## config.mk

```make
export PLATFORM = sky130hd
export DESIGN_NAME = lamp_address_table_command_framer
export DESIGN_NICKNAME = d
export VERILOG_FILES = /design/src/design/latcf_pkg.sv /design/src/design/lamp_address_table_command_framer.sv /design/src/design/latcf_ram.sv
export SDC_FILE = /design/constraint.sdc
export NUM_CORES = 1
export LEC_CHECK = 0
export ABC_CLOCK_PERIOD_IN_PS = 12400
export BUFFER_PORTS_ARGS = -buffer_cell sky130_fd_sc_hd__buf_2
export CORE_UTILIZATION = 45
export CTS_BUF_LIST = sky130_fd_sc_hd__clkbuf_2 sky130_fd_sc_hd__clkbuf_4 sky130_fd_sc_hd__clkbuf_8
export DETAILED_ROUTE_END_ITERATION = 10
export HOLD_SLACK_MARGIN = 0.02
export MAX_ROUTING_LAYER = met4
export PLACE_DENSITY_LB_ADDON = 0.3
export SYNTH_ARGS = -nofsm -noshare
export SYNTH_HDL_FRONTEND = slang
export SYNTH_SLANG_ARGS = --single-unit
```

## constraint.sdc

```tcl
create_clock -name aclk -period 12.4 [get_ports aclk]
set_input_delay 0.62 -clock aclk [delete_from_list [all_inputs] [get_ports aclk]]
set_output_delay 0.62 -clock aclk [all_outputs]
set_load 0.05 [all_outputs]
```

## src/design/latcf_pkg.sv

```systemverilog
`timescale 1ns / 1ps
// ----------------------------------------------------------------------------
// latcf_pkg: shared types and constants for the lamp address table framer
// Opcode and status codes, stream field layout, frame constants.
// ----------------------------------------------------------------------------
package latcf_pkg;

    localparam int DEFAULT_MAX_LAMPS = 8;

    // one stored address: 4 lamp bytes above 5 remote bytes
    localparam int LAMP_ID_W   = 32;
    localparam int REMOTE_ID_W = 40;
    localparam int ADDR_W      = LAMP_ID_W + REMOTE_ID_W;

    localparam int OPCODE_W    = 3;
    localparam int STATUS_W    = 3;
    localparam int COUNT_W     = 7;
    localparam int S_TDATA_W   = 112;
    localparam int M_TDATA_W   = 104;

    // output tdata bit positions
    localparam int M_STATUS_LSB = 8;
    localparam int M_SLOT_LSB   = 11;
    localparam int M_COUNT_LSB  = 91;

    localparam int          FRAME_LEN    = 15;
    localparam int          FRAME_W      = FRAME_LEN * 8;
    localparam logic [7:0]  FRAME_HEADER = 8'h0E;
    localparam logic [7:0]  LEARN_TAIL   = 8'h11;
    localparam logic [7:0]  CMD_LEARN_A  = 8'h03;
    localparam logic [7:0]  CMD_LEARN_B  = 8'h05;
    localparam logic [7:0]  CMD_LEARN_C  = 8'h07;

    typedef enum logic [OPCODE_W-1:0] {
        OP_LEARN = 3'd0,
        OP_ADD   = 3'd1,
        OP_READ  = 3'd2,
        OP_CLEAR = 3'd3,
        OP_SEND  = 3'd4
    } opcode_t;

    typedef enum logic [STATUS_W-1:0] {
        STAT_OK        = 3'd0,
        STAT_FULL      = 3'd1,
        STAT_DUP       = 3'd2,
        STAT_FILTERED  = 3'd3,
        STAT_BAD_INDEX = 3'd4
    } status_t;

endpackage

```

## src/design/lamp_address_table_command_framer.sv

```systemverilog
`timescale 1ns / 1ps
// Read, clear, spare opcodes, filtered learn and bad index put their result out from
// SQ_READ or SQ_STATUS after accept; add and learn on an empty table pass SQ_STORE first.
// Learn scans one stored entry per cycle through the RAM read port in SQ_SCAN.
// Send: SQ_LOAD builds the frame, then SQ_SEND puts out one byte per cycle unless stalled.
// One transaction at a time, s_axis_tready only when idle; output stalls hold the sequencer.
// Reset (aresetn low, synchronous): empty table, sequence number 0, no output pending.
// ----------------------------------------------------------------------------
// lamp_address_table_command_framer
// Table of learned lamp addresses in RAM with a fill count; sequencer that
// answers learn/add/read/clear and serializes 15-byte transmit frames.
// ----------------------------------------------------------------------------
module lamp_address_table_command_framer #(
    parameter int MAX_LAMPS = latcf_pkg::DEFAULT_MAX_LAMPS
) (
    input  logic                             aclk,
    input  logic                             aresetn,
    input  logic                             s_axis_tvalid,
    output logic                             s_axis_tready,
    // lamp_id[31:0], remote_id[71:32], slot_index[79:72], lamp_command[87:80],
    // hue[95:88], saturation[103:96], brightness[111:104]
    input  logic [latcf_pkg::S_TDATA_W-1:0]  s_axis_tdata,
    // opcode[2:0]
    input  logic [latcf_pkg::OPCODE_W-1:0]   s_axis_tuser,
    output logic                             m_axis_tvalid,
    input  logic                             m_axis_tready,
    // frame_byte[7:0], status[10:8], slot_out[18:11], lamp_id_out[50:19],
    // remote_id_out[90:51], lamp_count[97:91], zero pad [103:98]
    output logic [latcf_pkg::M_TDATA_W-1:0]  m_axis_tdata,
    // result_kind[0]
    output logic [0:0]                       m_axis_tuser,
    output logic                             m_axis_tlast
);
    import latcf_pkg::*;

    localparam int AW = (MAX_LAMPS > 1) ? $clog2(MAX_LAMPS) : 1;
    localparam int CW = $clog2(MAX_LAMPS + 1);

    typedef enum logic [2:0] {
        SQ_IDLE,
        SQ_STATUS,
        SQ_SCAN,
        SQ_STORE,
        SQ_READ,
        SQ_LOAD,
        SQ_SEND
    } seq_state_t;

    seq_state_t          state_reg, state_next;
    logic [CW-1:0]       fill_reg, fill_next;
    logic [7:0]          seq_reg, seq_next;
    logic [AW-1:0]       scan_reg, scan_next;
    logic [AW-1:0]       rd_addr_reg, rd_addr_next;
    logic [3:0]          cnt_reg, cnt_next;
    logic [FRAME_W-1:0]  frame_reg, frame_next;
    status_t             status_reg, status_next;
    logic [7:0]          slot_reg, slot_next;

    // latched input transaction
    logic [ADDR_W-1:0]   key_reg, key_next;
    logic [7:0]          idx_reg, idx_next;
    logic [7:0]          cmd_reg, cmd_next;
    logic [23:0]         hsv_reg, hsv_next;

    // output register
    logic                ovalid_reg, ovalid_next;
    logic                okind_reg, okind_next;
    logic                olast_reg, olast_next;
    logic [7:0]          obyte_reg, obyte_next;
    logic [STATUS_W-1:0] ostat_reg, ostat_next;
    logic [7:0]          oslot_reg, oslot_next;
    logic [ADDR_W-1:0]   oaddr_reg, oaddr_next;
    logic [COUNT_W-1:0]  ocount_reg, ocount_next;

    logic                wr_en;
    logic [ADDR_W-1:0]   rd_data;
    logic                out_free;
    logic                in_accept;
    logic                slot_ok;
    logic                learn_pass;
    logic [7:0]          in_cmd;
    logic [7:0]          in_idx;
    opcode_t             in_op;

    latcf_ram #(
        .WIDTH (ADDR_W),
        .DEPTH (MAX_LAMPS),
        .AW    (AW)
    ) u_table (
        .aclk    (aclk),
        .wr_en   (wr_en),
        .wr_addr (fill_reg[AW-1:0]),
        .wr_data (key_reg),
        .rd_addr (rd_addr_next),
        .rd_data (rd_data)
    );

    assign s_axis_tready = (state_reg == SQ_IDLE);
    assign in_accept     = s_axis_tvalid && s_axis_tready;
    assign out_free      = !ovalid_reg || m_axis_tready;
    assign in_op         = opcode_t'(s_axis_tuser);
    assign in_idx        = s_axis_tdata[79:72];
    assign in_cmd        = s_axis_tdata[87:80];
    assign slot_ok       = in_idx < 8'(fill_reg);
    assign learn_pass    = (in_cmd == CMD_LEARN_A || in_cmd == CMD_LEARN_B ||
                            in_cmd == CMD_LEARN_C) && (s_axis_tdata[39:32] == LEARN_TAIL);

    always_comb begin
        state_next   = state_reg;
        fill_next    = fill_reg;
        seq_next     = seq_reg;
        scan_next    = scan_reg;
        rd_addr_next = rd_addr_reg;
        cnt_next     = cnt_reg;
        frame_next   = frame_reg;
        status_next  = status_reg;
        slot_next    = slot_reg;
        key_next     = key_reg;
        idx_next     = idx_reg;
        cmd_next     = cmd_reg;
        hsv_next     = hsv_reg;
        wr_en        = 1'b0;

        ovalid_next  = ovalid_reg && !m_axis_tready;
        okind_next   = okind_reg;
        olast_next   = olast_reg;
        obyte_next   = obyte_reg;
        ostat_next   = ostat_reg;
        oslot_next   = oslot_reg;
        oaddr_next   = oaddr_reg;
        ocount_next  = ocount_reg;

        unique case (state_reg)
            SQ_IDLE: begin
                if (in_accept) begin
                    // address key is {lamp_id, remote_id}
                    key_next    = {s_axis_tdata[31:0], s_axis_tdata[71:32]};
                    idx_next    = in_idx;
                    cmd_next    = in_cmd;
                    hsv_next    = {s_axis_tdata[95:88], s_axis_tdata[103:96],
                                   s_axis_tdata[111:104]};
                    status_next = STAT_OK;
                    slot_next   = 8'd0;
                    state_next  = SQ_STATUS;
                    unique case (in_op) inside
                        OP_LEARN: begin
                            if (!learn_pass) begin
                                status_next = STAT_FILTERED;
                            end else if (fill_reg == '0) begin
                                state_next = SQ_STORE;
                            end else begin
                                scan_next    = '0;
                                rd_addr_next = '0;
                                state_next   = SQ_SCAN;
                            end
                        end
                        OP_ADD: begin
                            state_next = SQ_STORE;
                        end
                        OP_READ, OP_SEND: begin
                            if (!slot_ok) begin
                                status_next = STAT_BAD_INDEX;
                            end else begin
                                rd_addr_next = in_idx[AW-1:0];
                                state_next   = (in_op == OP_READ) ? SQ_READ : SQ_LOAD;
                            end
                        end
                        OP_CLEAR: begin
                            fill_next = '0;
                        end
                        default: begin
                            state_next = SQ_STATUS;
                        end
                    endcase
                end
            end
            SQ_STATUS: begin
                if (out_free) begin
                    ovalid_next = 1'b1;
                    okind_next  = 1'b0;
                    olast_next  = 1'b1;
                    obyte_next  = 8'd0;
                    ostat_next  = status_reg;
                    oslot_next  = slot_reg;
                    oaddr_next  = '0;
                    ocount_next = COUNT_W'(fill_reg);
                    state_next  = SQ_IDLE;
                end
            end
            SQ_SCAN: begin
                // rd_data holds entry scan_reg; read of the next entry is issued now
                if (rd_data == key_reg) begin
                    status_next = STAT_DUP;
                    state_next  = SQ_STATUS;
                end else if ((CW'(scan_reg) + CW'(1)) == fill_reg) begin
                    state_next = SQ_STORE;
                end else begin
                    scan_next    = scan_reg + AW'(1);
                    rd_addr_next = scan_reg + AW'(1);
                end
            end
            SQ_STORE: begin
                if (fill_reg == CW'(MAX_LAMPS)) begin
                    status_next = STAT_FULL;
                end else begin
                    wr_en     = 1'b1;
                    slot_next = 8'(fill_reg);
                    fill_next = fill_reg + CW'(1);
                end
                state_next = SQ_STATUS;
            end
            SQ_READ: begin
                if (out_free) begin
                    ovalid_next = 1'b1;
                    okind_next  = 1'b0;
                    olast_next  = 1'b1;
                    obyte_next  = 8'd0;
                    ostat_next  = STAT_OK;
                    oslot_next  = idx_reg;
                    oaddr_next  = rd_data;
                    ocount_next = COUNT_W'(fill_reg);
                    state_next  = SQ_IDLE;
                end
            end
            SQ_LOAD: begin
                frame_next = {FRAME_HEADER, rd_data, cmd_reg, seq_reg, hsv_reg};
                seq_next   = seq_reg + 8'd1;
                cnt_next   = '0;
                state_next = SQ_SEND;
            end
            SQ_SEND: begin
                if (out_free) begin
                    ovalid_next = 1'b1;
                    okind_next  = 1'b1;
                    olast_next  = (cnt_reg == 4'(FRAME_LEN - 1));
                    obyte_next  = frame_reg[FRAME_W-1 -: 8];
                    ostat_next  = STAT_OK;
                    oslot_next  = 8'd0;
                    oaddr_next  = '0;
                    ocount_next = COUNT_W'(fill_reg);
                    frame_next  = {frame_reg[FRAME_W-9:0], 8'd0};
                    cnt_next    = cnt_reg + 4'd1;
                    if (cnt_reg == 4'(FRAME_LEN - 1)) begin
                        state_next = SQ_IDLE;
                    end
                end
            end
            default: begin
                state_next = SQ_IDLE;
            end
        endcase
    end

    always_ff @(posedge aclk) begin
        if (!aresetn) begin
            state_reg  <= SQ_IDLE;
            fill_reg   <= '0;
            seq_reg    <= '0;
            ovalid_reg <= 1'b0;
        end else begin
            state_reg  <= state_next;
            fill_reg   <= fill_next;
            seq_reg    <= seq_next;
            ovalid_reg <= ovalid_next;
        end
        scan_reg    <= scan_next;
        rd_addr_reg <= rd_addr_next;
        cnt_reg     <= cnt_next;
        frame_reg   <= frame_next;
        status_reg  <= status_next;
        slot_reg    <= slot_next;
        key_reg     <= key_next;
        idx_reg     <= idx_next;
        cmd_reg     <= cmd_next;
        hsv_reg     <= hsv_next;
        okind_reg   <= okind_next;
        olast_reg   <= olast_next;
        obyte_reg   <= obyte_next;
        ostat_reg   <= ostat_next;
        oslot_reg   <= oslot_next;
        oaddr_reg   <= oaddr_next;
        ocount_reg  <= ocount_next;
    end

    assign m_axis_tvalid = ovalid_reg;
    assign m_axis_tuser  = okind_reg;
    assign m_axis_tlast  = olast_reg;
    assign m_axis_tdata  = {6'd0, ocount_reg, oaddr_reg[REMOTE_ID_W-1:0],
                            oaddr_reg[ADDR_W-1:REMOTE_ID_W], oslot_reg, ostat_reg, obyte_reg};

endmodule

```

## src/design/latcf_ram.sv

```systemverilog
`timescale 1ns / 1ps
// ----------------------------------------------------------------------------
// latcf_ram: generic simple dual-port RAM
// One write port, one read port with registered read data.
// ----------------------------------------------------------------------------
module latcf_ram #(
    parameter int WIDTH = 8,
    parameter int DEPTH = 8,
    parameter int AW    = (DEPTH > 1) ? $clog2(DEPTH) : 1
) (
    input  logic             aclk,
    input  logic             wr_en,
    input  logic [AW-1:0]    wr_addr,
    input  logic [WIDTH-1:0] wr_data,
    input  logic [AW-1:0]    rd_addr,
    output logic [WIDTH-1:0] rd_data
);

    logic [WIDTH-1:0] mem [DEPTH];

    always_ff @(posedge aclk) begin
        if (wr_en) begin
            mem[wr_addr] <= wr_data;
        end
        rd_data <= mem[rd_addr];
    end

endmodule

```

After elaboration in Yosys (flattened, before gate mapping)
Memories as Yosys holds them, arrays and structs flattened. A register that Yosys moved wholly into a read port is not among the register bits.
Cells that the tools add are included.
{"block": "word_totals", "reg_bits": 366, "ramBits": 576, "input_bits": 119, "memories": 1}
{"memory": "u_table.mem", "words": 8, "width": 72, "read_ports": 1, "rd_ports_with_merged_regs": 1, "wr": 1, "line": "latcf_ram.sv:19", "text": "logic [WIDTH-1:0] mem [DEPTH];"}
{"block": "op_classes", "n_addsub": 5, "order_cmp": 1, "n_eq_ne": 36, "n_mux": 67, "n_reduce_logical": 36}
{"op": "$pmux 120 s2", "n": 1}
{"op": "$mux 72", "n": 2}
{"op": "$pmux 72 s2", "n": 1}
{"op": "$mux 120", "n": 1}
{"op": "$eq 72x72->1", "n": 1}
{"op": "$mux 3", "n": 24}
{"op": "$mux 8", "n": 6}
{"op": "$pmux 8 s2", "n": 2}
{"op": "$pmux 3 s2", "n": 5}
{"op": "$pmux 8 s3", "n": 1}
{"op": "$ne 2x2->1 const B", "n": 10}
{"op": "$pmux 3 s3", "n": 2}
{"op": "$pmux 3 s6", "n": 1}
{"op": "$eq 8x3->1 const B", "n": 2}
{"op": "$mux 4", "n": 4}
{"op": "$pmux 4 s2", "n": 2}
{"op": "$ne 2x1->1 const B", "n": 7}
{"op": "$eq 3x2->1 const B", "n": 4}
{"op": "$eq 3x3->1 const B", "n": 4}
{"op": "$reduce_and 3->1", "n": 4}
{"op": "$reduce_and 4->1", "n": 3}
{"op": "$reduce_bool 2->1", "n": 6}
{"op": "$mux 1", "n": 11}
{"op": "$add 4x1->4 const B", "n": 2}
{"op": "23 further kinds", "n": 39}

Depth between registers and ports, before layout
Gate-level depths: netlist of run 1.
{"block": "depth", "ltp_word": 8, "ltp_mapped": 14, "mapped_depth_nobuf": 11}

By module
From an unflattened synthesis of run 1, not the netlist that was laid out.
{"block": "hier_totals", "cells_unflattened": 2025, "hier_area_um2": 38017.7}
{"module": "latcf_ram", "n_inst": 1, "cells_per_inst": 917, "area_each_um2": 23368.7}
{"module": "lamp_address_table_command_framer", "n_inst": 1, "cells_per_inst": 1108, "area_each_um2": 14649.0}

Least setup slack after synthesis of run 1
No wires, ideal clock.
{"block": "synth_timing", "path_type": "register to register", "startpoint": "register state_reg[1]", "endpoint": "register cnt_reg[0] (enable)", "setup_ns": 0.778, "arrival_ns": 9.858, "slack_ns": 1.763, "stages_incl_launch_ff": 6, "synth_period_minus_slack_ns": 10.637, "path_cell_list": "dfxtp_1 clkbuf_1 clkbuf_1 nand2_1 clkbuf_1 o21ai_0"}
{"block": "synth_between", "elab_chain_len": 3}
{"item": "start: declaration", "line": "lamp_address_table_command_framer.sv:49", "text": "seq_state_t state_reg, state_next;"}
{"item": "start signal: assignment", "line": "lamp_address_table_command_framer.sv:261", "text": "state_reg <= state_next;"}
{"item": "$eq 3x3->1", "line": "lamp_address_table_command_framer.sv:133", "text": "unique case (state_reg)"}
{"item": "$ne 2x2->1 (no line) / $reduce_bool 2->1 (equally long branches)"}
{"item": "$reduce_and 2->1 (no line) (*)"}
{"item": "end signal: assignment", "line": "lamp_address_table_command_framer.sv:268", "text": "cnt_reg <= cnt_next;"}
{"item": "end: declaration", "line": "lamp_address_table_command_framer.sv:54", "text": "logic [3:0] cnt_reg, cnt_next;"}
Mark *: on every way between the ends. The rest lies on a longest branch, timed or not.
A chain may end at the register's enable or synchronous reset.

Worst setup path after layout of run 1
{"block": "layout_timing", "startpoint": "register key_reg[54]", "endpoint": "register u_table.rd_data[49], read port of u_table.mem"}
{"block": "layout_between", "elab_chain_len": 3}
{"item": "start: declaration", "line": "lamp_address_table_command_framer.sv:60", "text": "logic [ADDR_W-1:0] key_reg, key_next;"}
{"item": "start signal: assignment", "line": "lamp_address_table_command_framer.sv:272", "text": "key_reg <= key_next;"}
{"item": "$eq 72x72->1", "line": "lamp_address_table_command_framer.sv:192", "text": "if (rd_data == key_reg) begin"}
{"item": "$mux 3", "line": "lamp_address_table_command_framer.sv:192"}
{"item": "$pmux 3 s2", "line": "lamp_address_table_command_framer.sv:133"}
{"item": "end: declaration", "line": "latcf_ram.sv:16", "text": "output logic [WIDTH-1:0] rd_data"}
Every way passes these cells.

==> run metrics, run 1 <==
status complete, no violations; CP Capture Type flip-flop; Pleak 17.23 nW; drt drc 0; clk sink count between 1000 and 1500; Initial DRC Count 1633; flip-flop count of the largest register after layout 576; Synth Warn # 0; CP Launch Type flip-flop; CTS tree yes; initial core utilization 45.36%; DP Area between 0.04 and 0.05 mm²; PD cells 196.1 mW/mm²; input/output buffers 217; CP required about 13 ns; first-pass GRT wire length ~140 mm; average size of a mapped cell 16.74 µm²; count of state elements after synthesis between 1000 and 1500; Final Power ~0.0090 W; Seq/Total Area, Yosys 74.76%; number of vias per cell 5.214; Clock Path Buffers 3; final setup vio count 0; period utilization 44.39%; largest net degree at the start of global routing 77; Max Cap Viol 0; total wire length 93.13 mm; slew margin rel. ~17%; synth unique cells just over 60; Worst-Skew Late Latency 0.83 ns; CTS Hold Buffers Added between 100 and 150; Setup TNS 0 ns; WS Path Type flip-flop to flip-flop; post-route ant nets 0; vias between 20000 and 25000; maximum VDD drop about 0.00013 V; Syn-to-layout area delta 16.93%; Hold Crit Class primary input to flip-flop; RSZ-0062 raised after global routing no; final hold violations 0; Post-synth ARST share 0%; maximum clock frequency 181.7 MHz; fin crit period between 5 and 6 ns; Slew Limit Fails 0; total track usage 21.67%; Final Non-Filler Cells 4087; DP HPWL 55.52 mm; remaining global-route overflow 0; Worst Tran Pin Value between 1 and 1.5 ns; critical path arrival 6.20 ns; cell count after synthesis 2351; clk root buf clkbuf_8; Post-Syn Area between 0.03 and 0.04 mm²; initial antenna violation count 7; post-route cell area between 0.04 and 0.05 mm²; Most used DFF post-synth edfxtp_1; Site Rows 108; ratio of cells with drive above 1 in the final layout 21.69%; die width 297.7 µm; Num CTS Buffers 166; DIE HEIGHT 297.7 µm; PostCTS Resize Cnt 0; routability congestion estimate between 0.8 and 0.9; final clock skew 0.04567 ns; Nets 2910; Post-CTS Setup Bufs 0; drt pass-1 iters 5; Total Die Area 0.08863 mm²; I/O pin total about 230; CP max FO 66; Post-synth EDFFs 919; Placeable Area 0.08675 mm²; clk slew on worst S/H paths 0.06 ns; vias in the first global route ~22000; Placed Cells 3659; Wirelength per Cell 22.79 µm; Core Util, Final a little over half; htree depth 4
[cells by family (layout without fill, tap and decap cells)]
group / after synthesis / in the layout / share of synthesized area (%)
mux: 504 / 504 / 13.05
compound gates: 52 / 52 / 0.8967
flops: 1010 / 1010 / 74.76
fa+ha+maj: 9 / 9 / 0.2862
simple gates: 569 / 569 / 6.684
xor+xnor: 85 / 85 / 1.892
other cells: 1 / 14 / 0.009530
buf+inv: 121 / 689 / 2.423
[stage by stage]
step	worst slack (ns)	hold slack (ns)
3_3_place_gp	7.073	0.4900
5_1_grt	6.703	0.07166
6_report	6.896	0.1421
3_5_place_dp	6.965	0.4876
2_1_floorplan	1.763	0.4738
4_1_cts	6.943	0.04994
[final timing paths]
kind | from | to | slack (ns) | cells past startpoint
hold / removal | s_axis_tdata[33] | key_reg[1]$_DFFE_PP_ | 0.14 | 1
hold reg to reg | frame_reg[17]$_DFFE_PP_ | frame_reg[25]$_DFFE_PP_ | 0.50 | 2
setup / recovery | key_reg[54]$_DFFE_PP_ | u_table.rd_data[49]$_DFF_P_ | 6.90 | 11
setup reg to reg | key_reg[54]$_DFFE_PP_ | u_table.rd_data[49]$_DFF_P_ | 6.90 | 11
[worst max-delay path: stages, from the launching register on]
cell	delay (ns)
edfxtp_1	0.59
xor2_1	0.29
nor4_1	0.86
nand4_1	0.23
nor3_2	0.45
nand4_1	0.23
o211ai_4	0.14
buf_4	0.74
buf_4	0.97
mux2i_1	0.28
mux2i_1	0.10
mux2_2	0.30
[placed cells by master, fill, tap and decap left out, types with 6 or more instances in the layout]
| cell type | instances |
|---|---|
| a21oi_1 | 11 |
| and2_1 | 88 |
| and3_1 | 23 |
| buf_2 | 217 |
| buf_4 | 34 |
| clkbuf_4 | 59 |
| clkbuf_8 | 188 |
| clkinv_1 | 31 |
| clkinv_2 | 20 |
| conb_1 | 9 |
| dfxtp_1 | 91 |
| dlygate4sd3_1 | 110 |
| edfxtp_1 | 919 |
| ha_1 | 9 |
| inv_1 | 12 |
| mux2_2 | 72 |
| mux2i_1 | 432 |
| nand2_1 | 343 |
| nand3_1 | 11 |
| nand4_1 | 9 |
| nor2_1 | 29 |
| nor2_4 | 6 |
| nor2b_1 | 10 |
| nor4_1 | 17 |
| o21ai_0 | 12 |
| xnor2_1 | 13 |
| xor2_1 | 72 |
[layer usage]
layer | up-vias | GRT usage (%) | share of wire, %
li1 | 9623 | - | -
met1 | 10770 | 27.60 | 43
met2 | 752 | 34.46 | 49
met3 | 161 | 4.200 | 6.0
met4 | 0 | 8.125 | 2.9
met5 | - | - | 0
[cells in the mapped netlist (all sizes together) (18+ instances only)]
cell type / n / area, µm²
nand2: 344 / 1291
nor4: 18 / 112.6
mux2i: 432 / 4324
buf: 61 / 701.9
dfxtp: 91 / 1822
xor2: 72 / 630.6
clkbuf: 45 / 195.2
mux2: 72 / 810.8
and2: 89 / 556.8
nor2: 35 / 131.4
edfxtp: 919 / 27600
and3: 23 / 143.9
[where the power goes]
part	internal [W]	switching [W]	total, W	leakage (nW)
Combinational	0.000685	0.00106	0.00175	6.25
Sequential	0.00405	0.000254	0.00430	9.12
Clock	0.00165	0.00133	0.00298	1.86
[cell type report]
| cell class | count | area (µm²) |
|---|---|---|
| Clock inverter | 66 | 470.5 |
| Clock buffer | 247 | 3030 |
| Multi-Input combinational cell | 1228 | 9134 |
| Sequential cell | 1010 | 29420 |
| Tap cell | 1155 | 1445 |
| Timing Repair Buffer | 361 | 2442 |
| Inverter | 15 | 57.56 |
| Antenna cell | 5 | 12.51 |
| Fill cell | 7091 | 40740 |
Power figures use the tool's default switching activity.
==> inputs of run 2 (changes only) <==
ABC_CLOCK_PERIOD_IN_PS = 4500   (was 12400)
clock period = 4.5 ns   (was 12.4 ns; I/O delays follow)
==> run metrics, run 2 (synthesis results as in run 1) <==
critical path arrival 4.78 ns; clk sink count 1010; Setup TNS 0 ns; Post-CTS Setup Bufs 0; maximum clock frequency around 240 MHz; Final Power 0.02502 W; Initial DRC Count 1521; CP required between 5 and 6 ns; final hold violations 0; ratio of cells with drive above 1 in the final layout a little under a quarter; largest net degree at the start of global routing 125; most frequent cells in the layout edfxtp_1 (919), mux2i_1 (432), nand2_1 (343); PD cells about 540 mW/mm²; CTS tree yes; vias roughly 21000; Hold Crit Class primary input to flip-flop; Worst-Skew Late Latency 0.83 ns; fin crit period roughly 4.1 ns; Slew Limit Fails 0; Nets 2948; final setup vio count 0; routability congestion estimate 0.8187; CP max FO 60; I/O pin total about 230; DP HPWL 55.32 mm; initial antenna violation count 2; maximum VDD drop 0.0002999 V; WS Path Type flip-flop to flip-flop; register-to-register path setup slack between 0.4 and 0.5 ns; Total Die Area 0.08863 mm²; fillers approximately 7000; Placed Cells 3689; post-route ant nets 0; remaining global-route overflow 0; PostCTS Resize Cnt 0; Final Non-Filler Cells 4116; Clock Path Buffers 3; die width 297.7 µm; number of vias per cell roughly 5.2; flip-flop count of the largest register after layout 576; drt pass-1 iters 7; period utilization between 90% and 100%; CP Launch Type flip-flop; initial core utilization a little under half; input/output buffers 217; Syn-to-layout area delta 18.72%; Worst Tran Pin Value 1.392 ns; DP Area 0.04207 mm²; Wirelength per Cell 22.32 µm; Site Rows 108; total wire length 91.87 mm; status complete, no violations; commonest non-fill, non-tap cell in the layout edfxtp_1; first-pass GRT wire length 135.8 mm; Pleak 17.52 nW; RSZ-0062 raised after global routing no; Max Cap Viol 0; DIE HEIGHT 297.7 µm; slew margin rel. 6.666%; drt drc 0; vias in the first global route 21840; htree depth 4; post-route cell area 0.04672 mm²; CP Capture Type flip-flop; Num CTS Buffers 164; CTS Hold Buffers Added 120; total track usage 21.32%; Placeable Area 0.08675 mm²; clk root buf clkbuf_8; clk slew on worst S/H paths 0.06 ns; final clock skew 0.04160 ns
-- run 2: cell types whose count changed in the layout (fill, tap and decap cells not counted), moves of 2 or more --
cell           previous run  this run
clkinv_8                  4         2
buf_12                    0        35
dlygate4sd3_1           110       120
clkinv_2                 20        22
clkinv_1                 31        20
inv_12                    2         0
clkbuf_8                188       184
clkinvlp_4                2         8
diode_2                   5         2
inv_6                     0         3
buf_4                    34        29
-- run 2: path summary, 6_finish.rpt --
| path | from | end | cells past startpoint |
|---|---|---|---|
| setup reg to reg | key_reg[18]$_DFFE_PP_ | u_table.rd_data[51]$_DFF_P_ | 10 |
| hold / removal | s_axis_tdata[31] | key_reg[71]$_DFFE_PP_ | 2 |
| hold reg to reg | frame_reg[20]$_DFFE_PP_ | frame_reg[28]$_DFFE_PP_ | 2 |
| setup / recovery | key_reg[18]$_DFFE_PP_ | u_table.rd_data[51]$_DFF_P_ | 10 |
-- run 2: layout make-up --
class                      count  area [µm²]  share of cell area, %
sequential                  1010       29420                  62.97
multi-input combinational   1228        9143                  19.57
timing repair buffer         401        3206                  6.862
tap                         1155        1445                  3.093
inverter                      15       57.56                 0.1232
clock buffer                 242        2968                  6.353
antenna                        2       5.005                0.01071
clock inverter                63       475.5                  1.018
-- run 2: report_power, final --
| part | internal (W) | switching (W) | leakage, nW | total [W] |
|---|---|---|---|---|
| sequential | 0.0111 | 0.000723 | 9.12 | 0.0119 |
| clock | 0.00450 | 0.00364 | 1.82 | 0.00815 |
| combinational | 0.00207 | 0.00294 | 6.58 | 0.00500 |
| total | 0.0177 | 0.00730 | 17.5 | 0.0250 |
-- run 2: stage by stage --
| step | util, % | hold WS (ns) | worst slack [ns] |
|---|---|---|---|
| 5_1_grt | 53.85 | 0.05709 | 0.1730 |
| 2_1_floorplan | - | 0.3239 | -2.241 |
| 3_3_place_gp | 48.49 | 0.4018 | 0.3869 |
| 4_1_cts | 53.85 | 0.02805 | 0.3081 |
| 3_5_place_dp | 48.49 | 0.4032 | 0.3225 |
| 6_report | 53.85 | 0.09614 | 0.4172 |
-- run 2: critical path, stage by stage (launching register included) --
cell and delay [ns]:
edfxtp_1 0.56, xor2_1 0.29, nor4_1 0.58, nand4_1 0.19, nor3_2 0.62, nand4_1 0.27
o211ai_4 0.30, buf_12 0.41, mux2i_1 0.26, mux2i_1 0.10, mux2_2 0.27
-- run 2: per-layer routing --
layer  global-route usage [%]  part of all wire (%)  wire length (µm)
met1                    27.66                    44             40110
met5                        -                     0                 0
met4                    5.498                   1.6              1481
met2                    34.88                    50             45510
met3                    3.595                   5.2              4767
